**src/design/pooling_2d_max_average_defines.svh**
```systemverilog
// Assertion macros shared by the pooling block's RTL.
// No dependencies; define NO_ASSERTIONS to compile the checks away.
`ifndef POOLING_2D_MAX_AVERAGE_DEFINES_SVH
`define POOLING_2D_MAX_AVERAGE_DEFINES_SVH

`ifndef NO_ASSERTIONS
`define POOL_ASSERT_IMPL(label, clk, rst_n, ante, cons, msg) \
    label: assert property (@(posedge clk) disable iff (!rst_n) (ante) |-> (cons)) \
        else $error(msg);
`define POOL_ASSERT_NEXT(label, clk, rst_n, ante, cons, msg) \
    label: assert property (@(posedge clk) disable iff (!rst_n) (ante) |=> (cons)) \
        else $error(msg);
`else
`define POOL_ASSERT_IMPL(label, clk, rst_n, ante, cons, msg)
`define POOL_ASSERT_NEXT(label, clk, rst_n, ante, cons, msg)
`endif

`endif

```
**src/design/pool2d_pkg.sv**
```systemverilog
// Types, widths and codes shared by the pooling block.
// No dependencies.
package pool2d_pkg;

    localparam int SAMPLE_W   = 16;
    localparam int IMAGE_W    = 9;
    localparam int KERNEL_W   = 4;
    localparam int STRIDE_W   = 8;
    localparam int CFG_ADDR_W = 2;
    localparam int CFG_DATA_W = 9;
    localparam int SUM_W      = 24;
    localparam int DIV_W      = 24;
    localparam int DIVISOR_W  = 8;
    localparam int STEP_W     = 5;

    localparam logic [CFG_ADDR_W-1:0] CFG_IMAGE_SIZE  = 2'd0;
    localparam logic [CFG_ADDR_W-1:0] CFG_KERNEL_SIZE = 2'd1;
    localparam logic [CFG_ADDR_W-1:0] CFG_STRIDE_STEP = 2'd2;
    localparam logic [CFG_ADDR_W-1:0] CFG_POOL_MODE   = 2'd3;

    localparam logic MODE_MAX = 1'b0;
    localparam logic MODE_AVG = 1'b1;

    typedef struct packed {
        logic [IMAGE_W-1:0]  image_size;
        logic [KERNEL_W-1:0] kernel_size;
        logic [STRIDE_W-1:0] stride_step;
        logic                pool_mode;
    } cfg_t;

    typedef struct packed {
        logic                 start;
        logic [DIV_W-1:0]     dividend;
        logic [DIVISOR_W-1:0] divisor;
        logic [STEP_W-1:0]    steps;
    } div_req_t;

    typedef struct packed {
        logic                 busy;
        logic                 done;
        logic [DIV_W-1:0]     quotient;
        logic [DIVISOR_W-1:0] remainder;
    } div_rsp_t;

    typedef enum logic [2:0] {
        ST_IDLE,
        ST_COL_MOD,
        ST_ROW_MOD,
        ST_READ,
        ST_DRAIN,
        ST_FINISH,
        ST_DIV,
        ST_EMIT
    } state_t;

endpackage

```
**src/design/pool2d_div.sv**
```systemverilog
// Shared restoring divider: one quotient bit per cycle, remainder kept.
// Depends on pool2d_pkg for the request and response structs.
module pool2d_div (
    input  logic                 clk,
    input  logic                 rst_n,
    input  pool2d_pkg::div_req_t req,
    output pool2d_pkg::div_rsp_t rsp
);
    import pool2d_pkg::*;

    logic                 busy_reg, busy_next;
    logic [STEP_W-1:0]    cnt_reg, cnt_next;
    logic [DIV_W-1:0]     dvd_reg, dvd_next;
    logic [DIVISOR_W-1:0] rem_reg, rem_next;
    logic [DIVISOR_W-1:0] dsr_reg, dsr_next;
    logic [DIVISOR_W:0]   trial;
    logic [DIVISOR_W:0]   diff;
    logic                 ge;
    logic                 done;

    assign trial = {rem_reg, dvd_reg[DIV_W-1]};
    assign ge    = trial >= {1'b0, dsr_reg};
    assign diff  = trial - {1'b0, dsr_reg};
    assign done  = busy_reg && (cnt_reg == '0);

    always_comb
    begin
        busy_next = busy_reg;
        cnt_next  = cnt_reg;
        dvd_next  = dvd_reg;
        rem_next  = rem_reg;
        dsr_next  = dsr_reg;
        priority if (req.start)
        begin
            busy_next = 1'b1;
            cnt_next  = req.steps;
            dvd_next  = req.dividend;
            rem_next  = '0;
            dsr_next  = req.divisor;
        end
        else if (busy_reg && (cnt_reg != '0))
        begin
            dvd_next = {dvd_reg[DIV_W-2:0], ge};
            rem_next = ge ? diff[DIVISOR_W-1:0] : trial[DIVISOR_W-1:0];
            cnt_next = cnt_reg - 1'b1;
        end
        else if (done)
        begin
            busy_next = 1'b0;
        end
    end

    always_ff @(posedge clk or negedge rst_n)
    begin
        if (!rst_n)
        begin
            busy_reg <= 1'b0;
            cnt_reg  <= '0;
        end
        else
        begin
            busy_reg <= busy_next;
            cnt_reg  <= cnt_next;
        end
    end

    always_ff @(posedge clk)
    begin
        dvd_reg <= dvd_next;
        rem_reg <= rem_next;
        dsr_reg <= dsr_next;
    end

    assign rsp.busy      = busy_reg;
    assign rsp.done      = done;
    assign rsp.quotient  = dvd_reg;
    assign rsp.remainder = rem_reg;

endmodule

```
**config.mk**
```make
export PLATFORM = sky130hd
export DESIGN_NAME = pool2d_div
export DESIGN_NICKNAME = d
export VERILOG_FILES = /design/src/design/pooling_2d_max_average_defines.svh /design/src/design/pool2d_pkg.sv /design/src/design/pool2d_div.sv
export SDC_FILE = /design/constraint.sdc
export NUM_CORES = 1
export LEC_CHECK = 0
export ABC_AREA = 1
export BUFFER_PORTS_ARGS = -buffer_cell sky130_fd_sc_hd__buf_2
export CORE_MARGIN = 5
export CORE_UTILIZATION = 47
export DETAILED_ROUTE_END_ITERATION = 6
export HOLD_SLACK_MARGIN = 0.03
export PLACE_DENSITY = 0.77
export SYNTH_ARGS = -nofsm -noshare
export SYNTH_HDL_FRONTEND = slang
export SYNTH_SLANG_ARGS = --single-unit
```
**constraint.sdc**
```tcl
create_clock -name clk -period 1.5 [get_ports clk]
set_input_delay 0.15 -clock clk [delete_from_list [all_inputs] [get_ports clk]]
set_output_delay 0.15 -clock clk [all_outputs]
set_load 0.03 [all_outputs]
```
==> results_dict.tcl <==
set metrics [dict create \
    yosysTopAreaCell "edfxtp_1" \
    grt_pass1_wl_mm 11.1 \
    vias 2325 \
    switching_share_pct 43.9 \
    nets 450 \
    vdd_drop_max_mv 0.955 \
    cpPeakStageDelay_ns 0.44 \
    ant_nets 0 \
    antenna_found_initial 0 \
    port_buffers 73 \
    fin_ws_ns -0.212 \
    crit_slowest_cell "edfxtp_1" \
    final-seq-area_mm2 0.00128 \
    syn_area_per_cell_um2 8.57 \
    num-fill-cells 389 \
    cp.required_ns 1.69 \
    first_global_vias 2327 \
    status "complete, but fails checks" \
    crit_chain "ha_4 -> fa_2 -> inv_2 -> nand3_2 -> nand3_2 -> xnor2_2 -> nand2_1 -> nand3_1 -> nand2_1" \
    wl_per_cell_um 14.8 \
    post-route-util_pct 69.6 \
    setup_tns_ns -1.16 \
    max-cap-violations 0 \
    yosysUniqueCellTypes 31 \
    setup_viol 9 \
    clkLatencyLatePin_ns 0.30 \
    n_antenna_cell 0 \
    synth_edf_count 32 \
    hold_viol 0 \
    p_int_mw 3.40 \
    hold_path_class "in -> reg" \
    ys_top_cells_by_area "edfxtp_1 (39%), nand2_1 (19%), dfxtp_1 (6.4%), dfrtp_1 (6.0%), ha_1 (5.0%)" \
    yosysWarnings 0 \
    switching_power_mw 2.66 \
    cts_tree "built" \
    tightest_slew_ns 0.447 \
    seqPwrFrac_pct 31.0 \
    grt_max_degree 36 \
    die_w_um 82.8 \
    fin_worst_skew_ns 0.00541 \
    multi_input_area_mm2 0.00129 \
    clockBufferDepth 2 \
    fmax_mhz 584 \
    power_frac_comb_pct 56.2 \
    drv_slew 0 \
    clkTransAtPathRegs_ns 0.09 \
    grt_use_total_pct 19.7 \
    r2r_start "dsr_reg[0]" \
    synth.top_cell.area_share_pct 38.5 \
    grt_overflow 0 \
    power.density_mw_per_mm2 1690 \
    dr.pass1.iters 4 \
    synthFlopType "edfxtp_1" \
    area_growth_pct 43.6 \
    async_flop_share_pct 13.0 \
    synth_area_mm2 0.00249 \
    core-area_mm2 0.00514 \
    yosysSeqAreaShare_pct 51.0 \
    cp-startpoint "dsr_reg[0]" \
    p_leak_nw 1.82 \
    rows 26 \
    ys_ff_latch 46 \
    drc_errors 0 \
    crit_path_end "rem_reg[4]" \
    wl_mm 6.94 \
    violations "negative setup slack" \
    die_area_mm2 0.00686 \
    vias_per_cell 4.95 \
    place_congestion 0.826 \
    critPathMaxFanout 2 \
    finalCriticalPeriod_ns 1.71 \
    regToRegSetupSlack_ns -0.21 \
    end_kind "flop" \
    crit_arrival_ns 1.90 \
    synthCells 291 \
    r2r_cells 9 \
    numCtsBuffers 5 \
    htreeDepth 2 \
    die_h_um 82.8 \
    rsz0062_at_grt "yes" \
    relSlewSlack_pct 70.2 \
    start_util_pct 48.5 \
    cts-root-buf "clkbuf_8" \
    clockPowerShare_pct 12.8 \
    drive_above_1_share_pct 44.5 \
    drt_iter0_markers 278 \
    clock-sinks 46 \
    worstReg2RegEnd "rem_reg[4]" \
    io_pins 74 \
    largest_reg_flops 24 \
    start_kind "flop" \
    fin_crit_sh_pct 114 \
    syn-num-nets 342 \
    post-dp-hpwl_mm 4.52 \
    timing_worst_setup_path_type "reg -> reg" \
]
==> cells in the final DEF (no fill, tap or decap), types with 2 or more instances in the layout <==
| master | netlist | layout |
|---|---|---|
| nand2_1 | 124 | 113 |
| buf_2 | 2 | 72 |
| edfxtp_1 | 32 | 32 |
| buf_4 | 2 | 24 |
| inv_1 | 28 | 19 |
| nand3_1 | 25 | 18 |
| inv_2 | 6 | 15 |
| nand2_2 | 6 | 15 |
| dlygate4sd3_1 | 0 | 9 |
| ha_4 | 0 | 8 |
| nand2_4 | 4 | 6 |
| nand3_2 | 0 | 6 |
| dfrtp_1 | 6 | 6 |
| dfxtp_2 | 0 | 6 |
| nor2_1 | 7 | 5 |
| clkbuf_8 | 0 | 5 |
| o21ai_1 | 4 | 4 |
| a21oi_1 | 3 | 3 |
| xor2_1 | 3 | 3 |
| buf_12 | 0 | 3 |
| nor2_4 | 0 | 2 |
| nor3_1 | 2 | 2 |
| o211ai_1 | 2 | 2 |
| ha_1 | 10 | 2 |
==> how the worst min path moves through the flow <==
stage	slack, ns	cells past startpoint	startpoint	to
6_report	0.08	3	req[2]	cnt_reg[2]
5_1_grt	0.1	3	req[2]	cnt_reg[2]
4_1_cts	0.08	3	req[2]	cnt_reg[2]
3_5_place_dp	-0.01	1	rst_n	busy_reg
3_3_place_gp	-0.02	1	rst_n	busy_reg
2_1_floorplan	-0.15	0	rst_n	busy_reg
==> critical path, delay by kind of cell (launching register included) <==
kind,cells,cell delay [ns]
xor+xnor,1,0.11
fa+ha+maj,2,0.57
flops,1,0.44
buf+inv,1,0.11
simple gates,5,0.39
==> synthesized netlist by cell type (all sizes together), types with 2 or more instances <==
library cell  instances
a21oi                 5
buf                   5
clkbuf                4
dfrtp                 6
dfxtp                 8
edfxtp               32
ha                   10
inv                  34
nand2               134
nand3                25
nand4                 2
nor2                  9
nor3                  3
o211ai                2
o21ai                 4
xnor2                 2
xor2                  3
==> layout make-up <==
class,instances,area share (%)
clock buffer,5,1.92
clock inverter,3,0.594
inverter,34,3.57
multi-input combinational,203,36.0
sequential,46,35.8
tap,70,2.45
timing repair buffer,109,19.6
==> power by group through the flow <==
stage / clock network [mW] / logic [mW] / registers [mW]
floorplan: 0 / 1.39 / 2.25
global placement: 0 / 2.53 / 1.85
detailed placement: 0 / 2.58 / 1.85
CTS: 0.790 / 3.04 / 1.87
global route: 0.852 / 3.66 / 1.91
finish: 0.776 / 3.41 / 1.88
==> per-layer routing <==
layer / global-route usage (%) / part of all wire [%] / wire [um] / up-vias
li1: - / - / - / 1148
met1: 24.4 / 40 / 2760 / 1070
met2: 34.4 / 52 / 3590 / 92
met3: 4.26 / 6.6 / 456 / 15
met4: 5.65 / 1.9 / 135 / 0
met5: 0 / 0 / 0 / -
==> logic make-up after synthesis <==
group                      share of synthesized area (%)
and+or+nand+nor                                     30.7
DFF                                                 51.0
buffers and inverters                               7.17
AOI/OAI and AO/OA                                   3.61
adders and majority gates                           5.82
xor gates and xnor gates                            1.76
==> through the flow <==
stage / area, um2 / hold slack [ns] / cells / power [mW] / setup slack [ns]
floorplan: 2530 / -0.146 / 291 / 3.65 / -0.182
global placement: 3100 / -0.0169 / 445 / 4.37 / -0.182
detailed placement: 3100 / -0.0147 / 445 / 4.43 / -0.190
CTS: 3450 / 0.0760 / 467 / 5.70 / -0.127
global route: 3580 / 0.0953 / 470 / 6.41 / -0.276
finish: 3580 / 0.0824 / 470 / 6.07 / -0.212
==> what timing repair did <==
action	in CTS	in global routing
buffers inserted	4	3
pin swaps	7	14
hold buffers	9	0
endpoints found under the setup margin	10	12
gates resized for setup	22	24
endpoints found under the hold margin	14	0
gates cloned	1	0
No activity file was read; power rests on OpenSTA's default activity.
