### src/design/pooling_2d_max_average_defines.svh
// Assertion macros shared by the pooling block's RTL.
// No dependencies; define NO_ASSERTIONS to compile the checks away.
`ifndef POOLING_2D_MAX_AVERAGE_DEFINES_SVH
`define POOLING_2D_MAX_AVERAGE_DEFINES_SVH

`ifndef NO_ASSERTIONS
`define POOL_ASSERT_IMPL(label, clk, rst_n, ante, cons, msg) \
    label: assert property (@(posedge clk) disable iff (!rst_n) (ante) |-> (cons)) \
        else $error(msg);
`define POOL_ASSERT_NEXT(label, clk, rst_n, ante, cons, msg) \
    label: assert property (@(posedge clk) disable iff (!rst_n) (ante) |=> (cons)) \
        else $error(msg);
`else
`define POOL_ASSERT_IMPL(label, clk, rst_n, ante, cons, msg)
`define POOL_ASSERT_NEXT(label, clk, rst_n, ante, cons, msg)
`endif

`endif

### src/design/pool2d_pkg.sv
// Types, widths and codes shared by the pooling block.
// No dependencies.
package pool2d_pkg;

    localparam int SAMPLE_W   = 16;
    localparam int IMAGE_W    = 9;
    localparam int KERNEL_W   = 4;
    localparam int STRIDE_W   = 8;
    localparam int CFG_ADDR_W = 2;
    localparam int CFG_DATA_W = 9;
    localparam int SUM_W      = 24;
    localparam int DIV_W      = 24;
    localparam int DIVISOR_W  = 8;
    localparam int STEP_W     = 5;

    localparam logic [CFG_ADDR_W-1:0] CFG_IMAGE_SIZE  = 2'd0;
    localparam logic [CFG_ADDR_W-1:0] CFG_KERNEL_SIZE = 2'd1;
    localparam logic [CFG_ADDR_W-1:0] CFG_STRIDE_STEP = 2'd2;
    localparam logic [CFG_ADDR_W-1:0] CFG_POOL_MODE   = 2'd3;

    localparam logic MODE_MAX = 1'b0;
    localparam logic MODE_AVG = 1'b1;

    typedef struct packed {
        logic [IMAGE_W-1:0]  image_size;
        logic [KERNEL_W-1:0] kernel_size;
        logic [STRIDE_W-1:0] stride_step;
        logic                pool_mode;
    } cfg_t;

    typedef struct packed {
        logic                 start;
        logic [DIV_W-1:0]     dividend;
        logic [DIVISOR_W-1:0] divisor;
        logic [STEP_W-1:0]    steps;
    } div_req_t;

    typedef struct packed {
        logic                 busy;
        logic                 done;
        logic [DIV_W-1:0]     quotient;
        logic [DIVISOR_W-1:0] remainder;
    } div_rsp_t;

    typedef enum logic [2:0] {
        ST_IDLE,
        ST_COL_MOD,
        ST_ROW_MOD,
        ST_READ,
        ST_DRAIN,
        ST_FINISH,
        ST_DIV,
        ST_EMIT
    } state_t;

endpackage

### src/design/pool2d_seq.sv
// Sequencer: image position tracking, window checks, line store reads,
// max/sum accumulation and the output register.
// Depends on pool2d_pkg and pooling_2d_max_average_defines.svh.
`include "pooling_2d_max_average_defines.svh"

module pool2d_seq #(
    parameter int MAX_IMAGE  = 256,
    parameter int MAX_KERNEL = 8,
    localparam int AW = (MAX_KERNEL * MAX_IMAGE > 1) ? $clog2(MAX_KERNEL * MAX_IMAGE) : 1
) (
    input  logic                                 clk,
    input  logic                                 rst_n,
    input  pool2d_pkg::cfg_t                     cfg,
    input  logic                                 s_tvalid,
    output logic                                 s_tready,
    input  logic [pool2d_pkg::SAMPLE_W-1:0]      s_tdata,
    output logic                                 m_tvalid,
    input  logic                                 m_tready,
    output logic [pool2d_pkg::SAMPLE_W-1:0]      m_tdata,
    output logic                                 m_tlast,
    output logic                                 ram_we,
    output logic [AW-1:0]                        ram_waddr,
    output logic [pool2d_pkg::SAMPLE_W-1:0]      ram_wdata,
    output logic [AW-1:0]                        ram_raddr,
    input  logic [pool2d_pkg::SAMPLE_W-1:0]      ram_rdata,
    output pool2d_pkg::div_req_t                 div_req,
    input  pool2d_pkg::div_rsp_t                 div_rsp
);
    import pool2d_pkg::*;

    localparam int IW  = (MAX_IMAGE > 1) ? $clog2(MAX_IMAGE) : 1;
    localparam int SLW = (MAX_KERNEL > 1) ? $clog2(MAX_KERNEL) : 1;
    localparam int CW  = ((IW > IMAGE_W) ? IW : IMAGE_W) + 1;
    localparam logic [AW-1:0]  ROW_SPAN  = AW'(MAX_IMAGE);
    localparam logic [SLW-1:0] SLOT_LAST = SLW'(MAX_KERNEL - 1);
    localparam logic [DIV_W-1:0] MEAN_MAG_MAX = DIV_W'(32768);

    state_t state_reg, state_next;

    logic [IW-1:0]   row_reg, row_next;
    logic [IW-1:0]   col_reg, col_next;
    logic [SLW-1:0]  slot_reg, slot_next;
    logic [IW-1:0]   x0_reg, x0_next;
    logic [IW-1:0]   y0_reg, y0_next;
    logic [SLW-1:0]  slot0_reg, slot0_next;
    logic            last_reg, last_next;
    logic [KERNEL_W-1:0] rcnt_reg, rcnt_next;
    logic [KERNEL_W-1:0] ccnt_reg, ccnt_next;
    logic [SLW-1:0]  rslot_reg, rslot_next;
    logic            rd_vld_reg;
    logic signed [SAMPLE_W-1:0] best_reg, best_next;
    logic signed [SUM_W-1:0]    sum_reg, sum_next;
    logic [SAMPLE_W-1:0] result_reg, result_next;
    logic            out_valid_reg, out_valid_next;
    logic [SAMPLE_W-1:0] out_data_reg;
    logic            out_last_reg;
    logic            out_load;

    logic [CW-1:0]       n_eff;
    logic [KERNEL_W-1:0] k_eff;
    logic [STRIDE_W-1:0] s_eff;
    logic [CW-1:0]       k_cw, row_cw, col_cw, lim;
    logic [IW-1:0]       x0_cur, y0_cur;
    logic                fit, last_cur;
    logic                in_xfer;
    logic [DIVISOR_W-1:0] k_wide, kk;
    logic [DIV_W-1:0]    sum_mag;
    logic [SAMPLE_W-1:0] q16;
    logic signed [SAMPLE_W-1:0] rd_sample;

    assign n_eff = (cfg.image_size == '0) ? CW'(1) :
                   (CW'(cfg.image_size) > CW'(MAX_IMAGE)) ? CW'(MAX_IMAGE) :
                   CW'(cfg.image_size);
    assign k_eff = (cfg.kernel_size == '0) ? KERNEL_W'(1) :
                   (CW'(cfg.kernel_size) > CW'(MAX_KERNEL)) ? KERNEL_W'(MAX_KERNEL) :
                   cfg.kernel_size;
    assign s_eff = (cfg.stride_step == '0) ? STRIDE_W'(1) : cfg.stride_step;

    assign k_cw   = CW'(k_eff);
    assign row_cw = CW'(row_reg);
    assign col_cw = CW'(col_reg);
    assign lim    = n_eff - k_cw;
    assign fit    = (row_cw < n_eff) && (col_cw < n_eff) && (k_cw <= n_eff) &&
                    (row_cw + CW'(1) >= k_cw) && (col_cw + CW'(1) >= k_cw);
    assign x0_cur = IW'(col_cw + CW'(1) - k_cw);
    assign y0_cur = IW'(row_cw + CW'(1) - k_cw);
    assign last_cur = (CW'(y0_cur) + CW'(s_eff) > lim) && (CW'(x0_cur) + CW'(s_eff) > lim);

    assign k_wide  = DIVISOR_W'(k_eff);
    assign kk      = k_wide * k_wide;
    assign sum_mag = sum_reg[SUM_W-1] ? DIV_W'(-sum_reg) : DIV_W'(sum_reg);
    assign q16     = div_rsp.quotient[SAMPLE_W-1:0];
    assign rd_sample = ram_rdata;

    assign s_tready = (state_reg == ST_IDLE);
    assign in_xfer  = s_tvalid && s_tready;

    assign ram_we    = in_xfer;
    assign ram_waddr = AW'(slot_reg) * ROW_SPAN + AW'(col_reg);
    assign ram_wdata = s_tdata;
    assign ram_raddr = AW'(rslot_reg) * ROW_SPAN + AW'(x0_reg) + AW'(ccnt_reg);

    always_comb
    begin
        row_next  = row_reg;
        col_next  = col_reg;
        slot_next = slot_reg;
        if (in_xfer)
        begin
            if (col_cw + CW'(1) >= n_eff)
            begin
                col_next = '0;
                if (row_cw + CW'(1) >= n_eff)
                begin
                    row_next  = '0;
                    slot_next = '0;
                end
                else
                begin
                    row_next  = row_reg + 1'b1;
                    slot_next = (slot_reg == SLOT_LAST) ? '0 : slot_reg + 1'b1;
                end
            end
            else
            begin
                col_next = col_reg + 1'b1;
            end
        end
    end

    always_comb
    begin
        state_next  = state_reg;
        x0_next     = x0_reg;
        y0_next     = y0_reg;
        slot0_next  = slot0_reg;
        last_next   = last_reg;
        rcnt_next   = rcnt_reg;
        ccnt_next   = ccnt_reg;
        rslot_next  = rslot_reg;
        best_next   = best_reg;
        sum_next    = sum_reg;
        result_next = result_reg;
        out_load    = 1'b0;
        div_req.start    = 1'b0;
        div_req.dividend = '0;
        div_req.divisor  = s_eff;
        div_req.steps    = STEP_W'(IW);

        if (rd_vld_reg)
        begin
            if (rd_sample > best_reg)
            begin
                best_next = rd_sample;
            end
            sum_next = sum_reg + SUM_W'(rd_sample);
        end

        unique case (state_reg)
            ST_IDLE:
            begin
                if (in_xfer)
                begin
                    x0_next    = x0_cur;
                    y0_next    = y0_cur;
                    slot0_next = slot_reg;
                    last_next  = last_cur;
                    if (fit)
                    begin
                        div_req.start    = 1'b1;
                        div_req.dividend = DIV_W'(x0_cur) << (DIV_W - IW);
                        state_next       = ST_COL_MOD;
                    end
                end
            end
            ST_COL_MOD:
            begin
                if (div_rsp.done)
                begin
                    if (div_rsp.remainder == '0)
                    begin
                        div_req.start    = 1'b1;
                        div_req.dividend = DIV_W'(y0_reg) << (DIV_W - IW);
                        state_next       = ST_ROW_MOD;
                    end
                    else
                    begin
                        state_next = ST_IDLE;
                    end
                end
            end
            ST_ROW_MOD:
            begin
                if (div_rsp.done)
                begin
                    if (div_rsp.remainder == '0)
                    begin
                        rcnt_next  = '0;
                        ccnt_next  = '0;
                        rslot_next = slot0_reg;
                        best_next  = {1'b1, {(SAMPLE_W-1){1'b0}}};
                        sum_next   = '0;
                        state_next = ST_READ;
                    end
                    else
                    begin
                        state_next = ST_IDLE;
                    end
                end
            end
            ST_READ:
            begin
                if (ccnt_reg == k_eff - 1'b1)
                begin
                    ccnt_next = '0;
                    if (rcnt_reg == k_eff - 1'b1)
                    begin
                        state_next = ST_DRAIN;
                    end
                    else
                    begin
                        rcnt_next  = rcnt_reg + 1'b1;
                        rslot_next = (rslot_reg == '0) ? SLOT_LAST : rslot_reg - 1'b1;
                    end
                end
                else
                begin
                    ccnt_next = ccnt_reg + 1'b1;
                end
            end
            ST_DRAIN:
            begin
                state_next = ST_FINISH;
            end
            ST_FINISH:
            begin
                if (cfg.pool_mode == MODE_AVG)
                begin
                    div_req.start    = 1'b1;
                    div_req.dividend = sum_mag;
                    div_req.divisor  = kk;
                    div_req.steps    = STEP_W'(DIV_W);
                    state_next       = ST_DIV;
                end
                else
                begin
                    result_next = best_reg;
                    state_next  = ST_EMIT;
                end
            end
            ST_DIV:
            begin
                if (div_rsp.done)
                begin
                    result_next = sum_reg[SUM_W-1] ? -q16 : q16;
                    state_next  = ST_EMIT;
                end
            end
            ST_EMIT:
            begin
                if (!out_valid_reg || m_tready)
                begin
                    out_load   = 1'b1;
                    state_next = ST_IDLE;
                end
            end
        endcase
    end

    assign out_valid_next = out_load ? 1'b1 : (m_tready ? 1'b0 : out_valid_reg);

    always_ff @(posedge clk or negedge rst_n)
    begin
        if (!rst_n)
        begin
            state_reg     <= ST_IDLE;
            row_reg       <= '0;
            col_reg       <= '0;
            slot_reg      <= '0;
            rcnt_reg      <= '0;
            ccnt_reg      <= '0;
            rd_vld_reg    <= 1'b0;
            out_valid_reg <= 1'b0;
        end
        else
        begin
            state_reg     <= state_next;
            row_reg       <= row_next;
            col_reg       <= col_next;
            slot_reg      <= slot_next;
            rcnt_reg      <= rcnt_next;
            ccnt_reg      <= ccnt_next;
            rd_vld_reg    <= (state_reg == ST_READ);
            out_valid_reg <= out_valid_next;
        end
    end

    always_ff @(posedge clk)
    begin
        x0_reg     <= x0_next;
        y0_reg     <= y0_next;
        slot0_reg  <= slot0_next;
        last_reg   <= last_next;
        rslot_reg  <= rslot_next;
        best_reg   <= best_next;
        sum_reg    <= sum_next;
        result_reg <= result_next;
        if (out_load)
        begin
            out_data_reg <= result_next;
            out_last_reg <= last_reg;
        end
    end

    assign m_tvalid = out_valid_reg;
    assign m_tdata  = out_data_reg;
    assign m_tlast  = out_last_reg;

    `POOL_ASSERT_IMPL(a_write_only_idle, clk, rst_n, ram_we, state_reg == ST_IDLE, "line store written outside idle")
    `POOL_ASSERT_IMPL(a_read_in_window, clk, rst_n, state_reg == ST_READ, (rcnt_reg < k_eff) && (ccnt_reg < k_eff), "window read counter out of range")
    `POOL_ASSERT_IMPL(a_div_not_busy, clk, rst_n, div_req.start, !div_rsp.busy || div_rsp.done, "divider restarted while busy")
    `POOL_ASSERT_IMPL(a_mean_bound, clk, rst_n, (state_reg == ST_DIV) && div_rsp.done, div_rsp.quotient <= MEAN_MAG_MAX, "mean magnitude out of range")
    `POOL_ASSERT_NEXT(a_no_window_free, clk, rst_n, in_xfer && !fit, state_reg == ST_IDLE, "item without window held the block")

endmodule

### config.mk
export PLATFORM = sky130hd
export DESIGN_NAME = pool2d_seq
export DESIGN_NICKNAME = d
export VERILOG_FILES = /design/src/design/pool2d_pkg.sv /design/src/design/pool2d_seq.sv
export VERILOG_INCLUDE_DIRS = /design/src /design/src/design
export SDC_FILE = /design/constraint.sdc
export NUM_CORES = 1
export LEC_CHECK = 0
export BUFFER_PORTS_ARGS = -buffer_cell sky130_fd_sc_hd__buf_2
export CELL_PAD_IN_SITES_DETAIL_PLACEMENT = 2
export CELL_PAD_IN_SITES_GLOBAL_PLACEMENT = 2
export CORE_MARGIN = 3
export CORE_UTILIZATION = 31
export DETAILED_ROUTE_END_ITERATION = 7
export GPL_ROUTABILITY_DRIVEN = 0
export GPL_TIMING_DRIVEN = 0
export PLACE_DENSITY_LB_ADDON = 0.1
export SLEW_MARGIN = 20
export SYNTH_ARGS = -nofsm -noshare
export SYNTH_HDL_FRONTEND = slang
export SYNTH_SLANG_ARGS = --single-unit
### constraint.sdc
create_clock -name clk -period 7 [get_ports clk]
set_input_delay 2.1 -clock clk [delete_from_list [all_inputs] [get_ports clk]]
set_output_delay 2.1 -clock clk [all_outputs]
set_load 0.1 [all_outputs]
==> run_summary.xml <==
<?xml version="1.0" encoding="UTF-8"?>
<metrics>
  <group name="power">
    <metric name="peakVddDrop" unit="V">0.000313</metric>
    <metric name="pwr_density_cell" unit="nW/um^2">513</metric>
    <metric name="static_leakage" unit="uW">0.00613</metric>
    <metric name="total_power_draw" unit="uW">6920</metric>
  </group>
  <group name="layout">
    <metric name="drive_above_1_share" unit="">0.195</metric>
    <metric name="nets" unit="">1706</metric>
    <metric name="syn_to_final_growth" unit="%">23.1</metric>
    <metric name="fin_area" unit="um^2">13500</metric>
    <metric name="n_antenna_cell" unit="">0</metric>
    <metric name="largest_reg_flops" unit="">24</metric>
    <metric name="fillCellCount" unit="">3957</metric>
  </group>
  <group name="timing">
    <metric name="post-route-worst-setup-slack" unit="ps">-51.4</metric>
    <metric name="setup_viol" unit="">4</metric>
    <metric name="total_count_of_max_transition_violations_in_the_final_report" unit="">0</metric>
    <metric name="worst_pin_slew" unit="ps">1060</metric>
    <metric name="finalHoldViolations" unit="">0</metric>
    <metric name="slew_headroom" unit="">0.294</metric>
    <metric name="rsz0062_at_grt" unit="">yes</metric>
    <metric name="fmax" unit="MHz">142</metric>
    <metric name="layout_worst_path_cycle_share" unit="">1.01</metric>
    <metric name="finClkSkew" unit="ps">12.0</metric>
    <metric name="finalWorstPathRequiredPeriod" unit="ps">7050</metric>
  </group>
  <group name="synth">
    <metric name="post_synthesis_average_cell_area" unit="um^2">8.65</metric>
    <metric name="synth_warnings" unit="">0</metric>
    <metric name="ys_seq_area_frac" unit="">0.285</metric>
    <metric name="synth.largest_area_cell" unit="">ha_1</metric>
    <metric name="netlist_instances" unit="">1266</metric>
    <metric name="synth_edf_count" unit="">40</metric>
    <metric name="ys_top_cells_by_area" unit="">ha_1, edfxtp_1, dfxtp_1</metric>
    <metric name="ys_dominant_reg_cell" unit="">dfxtp_1</metric>
    <metric name="async_flop_share" unit="">0.250</metric>
    <metric name="synthesis.area" unit="um^2">11000</metric>
    <metric name="synth_cell_type_count" unit="">77</metric>
    <metric name="synth_top_area_share" unit="">0.159</metric>
    <metric name="synth_seq_cells" unit="">128</metric>
  </group>
  <group name="die">
    <metric name="die_w" unit="um">194</metric>
    <metric name="rows" unit="">68</metric>
    <metric name="core" unit="um^2">34700</metric>
    <metric name="fp.dieH" unit="um">194</metric>
    <metric name="floorplan.initialDensity" unit="">0.316</metric>
    <metric name="design.portCount" unit="">188</metric>
    <metric name="die_area" unit="um^2">37600</metric>
  </group>
  <group name="hold_path">
    <metric name="worst_hold_path_type" unit="">register to register</metric>
  </group>
  <group name="global_route">
    <metric name="groute.usage.overall" unit="">0.221</metric>
    <metric name="grt_antenna_before_repair" unit="">0</metric>
    <metric name="gr-total-overflow" unit="">0</metric>
    <metric name="grt_pass1_vias" unit="">11200</metric>
    <metric name="maximum_number_of_pins_on_one_net_before_global_route_repair" unit="">33</metric>
    <metric name="grt_first_pass_wirelength" unit="um">65100</metric>
  </group>
  <group name="clocking">
    <metric name="clkSinkCount" unit="">128</metric>
    <metric name="clkSlewWorstSetupHoldPaths" unit="ps">70</metric>
    <metric name="clk_path_buf_depth" unit="">2</metric>
    <metric name="clock_tree_root_buffer_cell" unit="">clkbuf_16</metric>
    <metric name="clock_tree.htree_level_count" unit="">4</metric>
    <metric name="tritoncts.num_buffers" unit="">17</metric>
    <metric name="clk_latency" unit="ps">450</metric>
    <metric name="cts_tree" unit="">done</metric>
  </group>
  <group name="routing">
    <metric name="vias_per_cell" unit="">5.32</metric>
    <metric name="number_of_remaining_drc_errors" unit="">0</metric>
    <metric name="routed-via-count" unit="">10300</metric>
    <metric name="drt-pass1-iter-count" unit="">4</metric>
    <metric name="avgRoutedWirePerCell" unit="um">21.7</metric>
    <metric name="detailedRoute.firstIterationViolations" unit="">389</metric>
    <metric name="route.final.wire_length" unit="um">42000</metric>
    <metric name="antenna_violating_nets_post_route" unit="">0</metric>
  </group>
  <group name="critical_path">
    <metric name="worst_ep_required_time" unit="ps">4900</metric>
    <metric name="setup.worst_path.class" unit="">primary input to output pin</metric>
    <metric name="worstSetupStartpointType" unit="">primary input</metric>
    <metric name="critical_path_peak_fanout" unit="">5</metric>
    <metric name="worst-endpoint-arrival" unit="ps">4950</metric>
    <metric name="cp-end-kind" unit="">output pin</metric>
  </group>
  <group name="placed_design">
    <metric name="pre_cts_ws" unit="ps">-1020</metric>
    <metric name="dp_hpwl" unit="um">33600</metric>
    <metric name="io_buffer_count" unit="">157</metric>
    <metric name="instance_area_after_placement" unit="um^2">12300</metric>
  </group>
  <group name="status">
    <metric name="failed_checks" unit="">negative setup slack</metric>
    <metric name="run_status" unit="">finished with violations</metric>
  </group>
  <group name="job">
    <metric name="max_cap_violations" unit="">0</metric>
  </group>
</metrics>
power breakdown:
group	leakage (uW)	switching (uW)	total, uW	internal, uW
Combinational	0.00457	3000	4580	1580
Clock	0.000307	395	954	558
Sequential	0.00126	300	1390	1090
cell type report:
class	count	area, um^2	share of cell area
clock buffers	21	503	0.0373
multi-input cells	1007	7460	0.553
repair buffers	178	1120	0.0830
flip-flops and latches	128	3120	0.232
plain buffers	65	323	0.0239
inverters	70	273	0.0202
clock inverters	11	116	0.00863
well taps	455	569	0.0422
per-layer routing:
layer  track usage  up-vias  wire length, um
met3        0.0294       36             1130
met1         0.264     5121            18200
met2         0.415      164            22100
met5             0        -                0
met4        0.0601        0              626
li1              -     4982                -
worst max-delay path: stages:
cell,delay (ps)
buf_8,80
nor2b_4,180
clkinvlp_4,140
ha_4,230
nor2b_4,120
o31a_1,250
or3_1,360
or4_4,530
nand4_1,100
buf_6,140
nor2_4,60
a221o_2,470
buf_12,190
worst paths after layout:
kind,cells after the start,slack [ps],end,start
min in group asynchronous,1,1760,col_reg[3],rst_n
max reg2reg,18,1310,last_reg,col_reg[0]
max,13,-50,div_req[33],cfg[10]
min reg2reg,0,470,m_tlast,last_reg
min,0,470,m_tlast,last_reg
max in group asynchronous,1,4710,m_tvalid,rst_n
through the flow:
step	TNS [ps]	hold WS, ps	instances	util
after floorplan	0	400	1269	-
after global placement	-8910	437	1881	0.355
after detailed placement	-9460	456	1881	0.356
after CTS	-649	465	1927	0.386
after global routing	-823	472	1935	0.389
final	-164	472	1935	0.389
kinds of logic (layout without fill, tap and decap cells):
group,after synthesis,after routing,synth area share
compound gates,335,335,0.200
other cells,2,5,0.000686
simple gates,387,388,0.174
flops,128,128,0.285
xor+xnor,114,114,0.0970
mux,18,18,0.0167
fa+ha+maj,147,147,0.173
buf+inv,135,345,0.0531
what timing repair did:
action	4_1_cts	5_1_grt
setup buffers	14	8
gates resized for setup	78	8
hold buffers	0	0
endpoints found under the setup margin	10	9
cloned	1	0
pin swaps	16	13
synth_stat cells, types with 6 or more instances:
cell type / count
nor3_1: 26
clkbuf_1: 40
nand3b_1: 7
inv_1: 69
a211oi_1: 6
a22o_1: 11
o21ai_0: 104
o21bai_1: 6
a31oi_1: 11
edfxtp_1: 40
a21oi_1: 63
xor2_1: 59
and3_1: 11
nor2_1: 95
or3_1: 13
mux2i_1: 16
nand2b_1: 14
o211ai_1: 9
nand4_1: 15
nor4_1: 8
nand3_1: 42
or4_1: 8
o21a_1: 17
nor2b_1: 24
nand2_1: 103
xnor2_1: 49
a221o_1: 12
buf_4: 20
dfxtp_1: 56
a21o_1: 26
ha_1: 139
dfrtp_1: 32
a22oi_1: 11
fa_1: 8
o31ai_1: 22
cells in the final DEF, fill, tap and decap left out, types with 47 or more instances in the layout:
| cell type | count |
|---|---|
| a21oi_1 | 60 |
| buf_2 | 144 |
| dfxtp_1 | 56 |
| ha_1 | 136 |
| inv_1 | 66 |
| nand2_1 | 100 |
| nor2_1 | 93 |
| o21ai_0 | 102 |
| xnor2_1 | 47 |
| xor2_1 | 59 |
(Power assumes the default switching activity.)
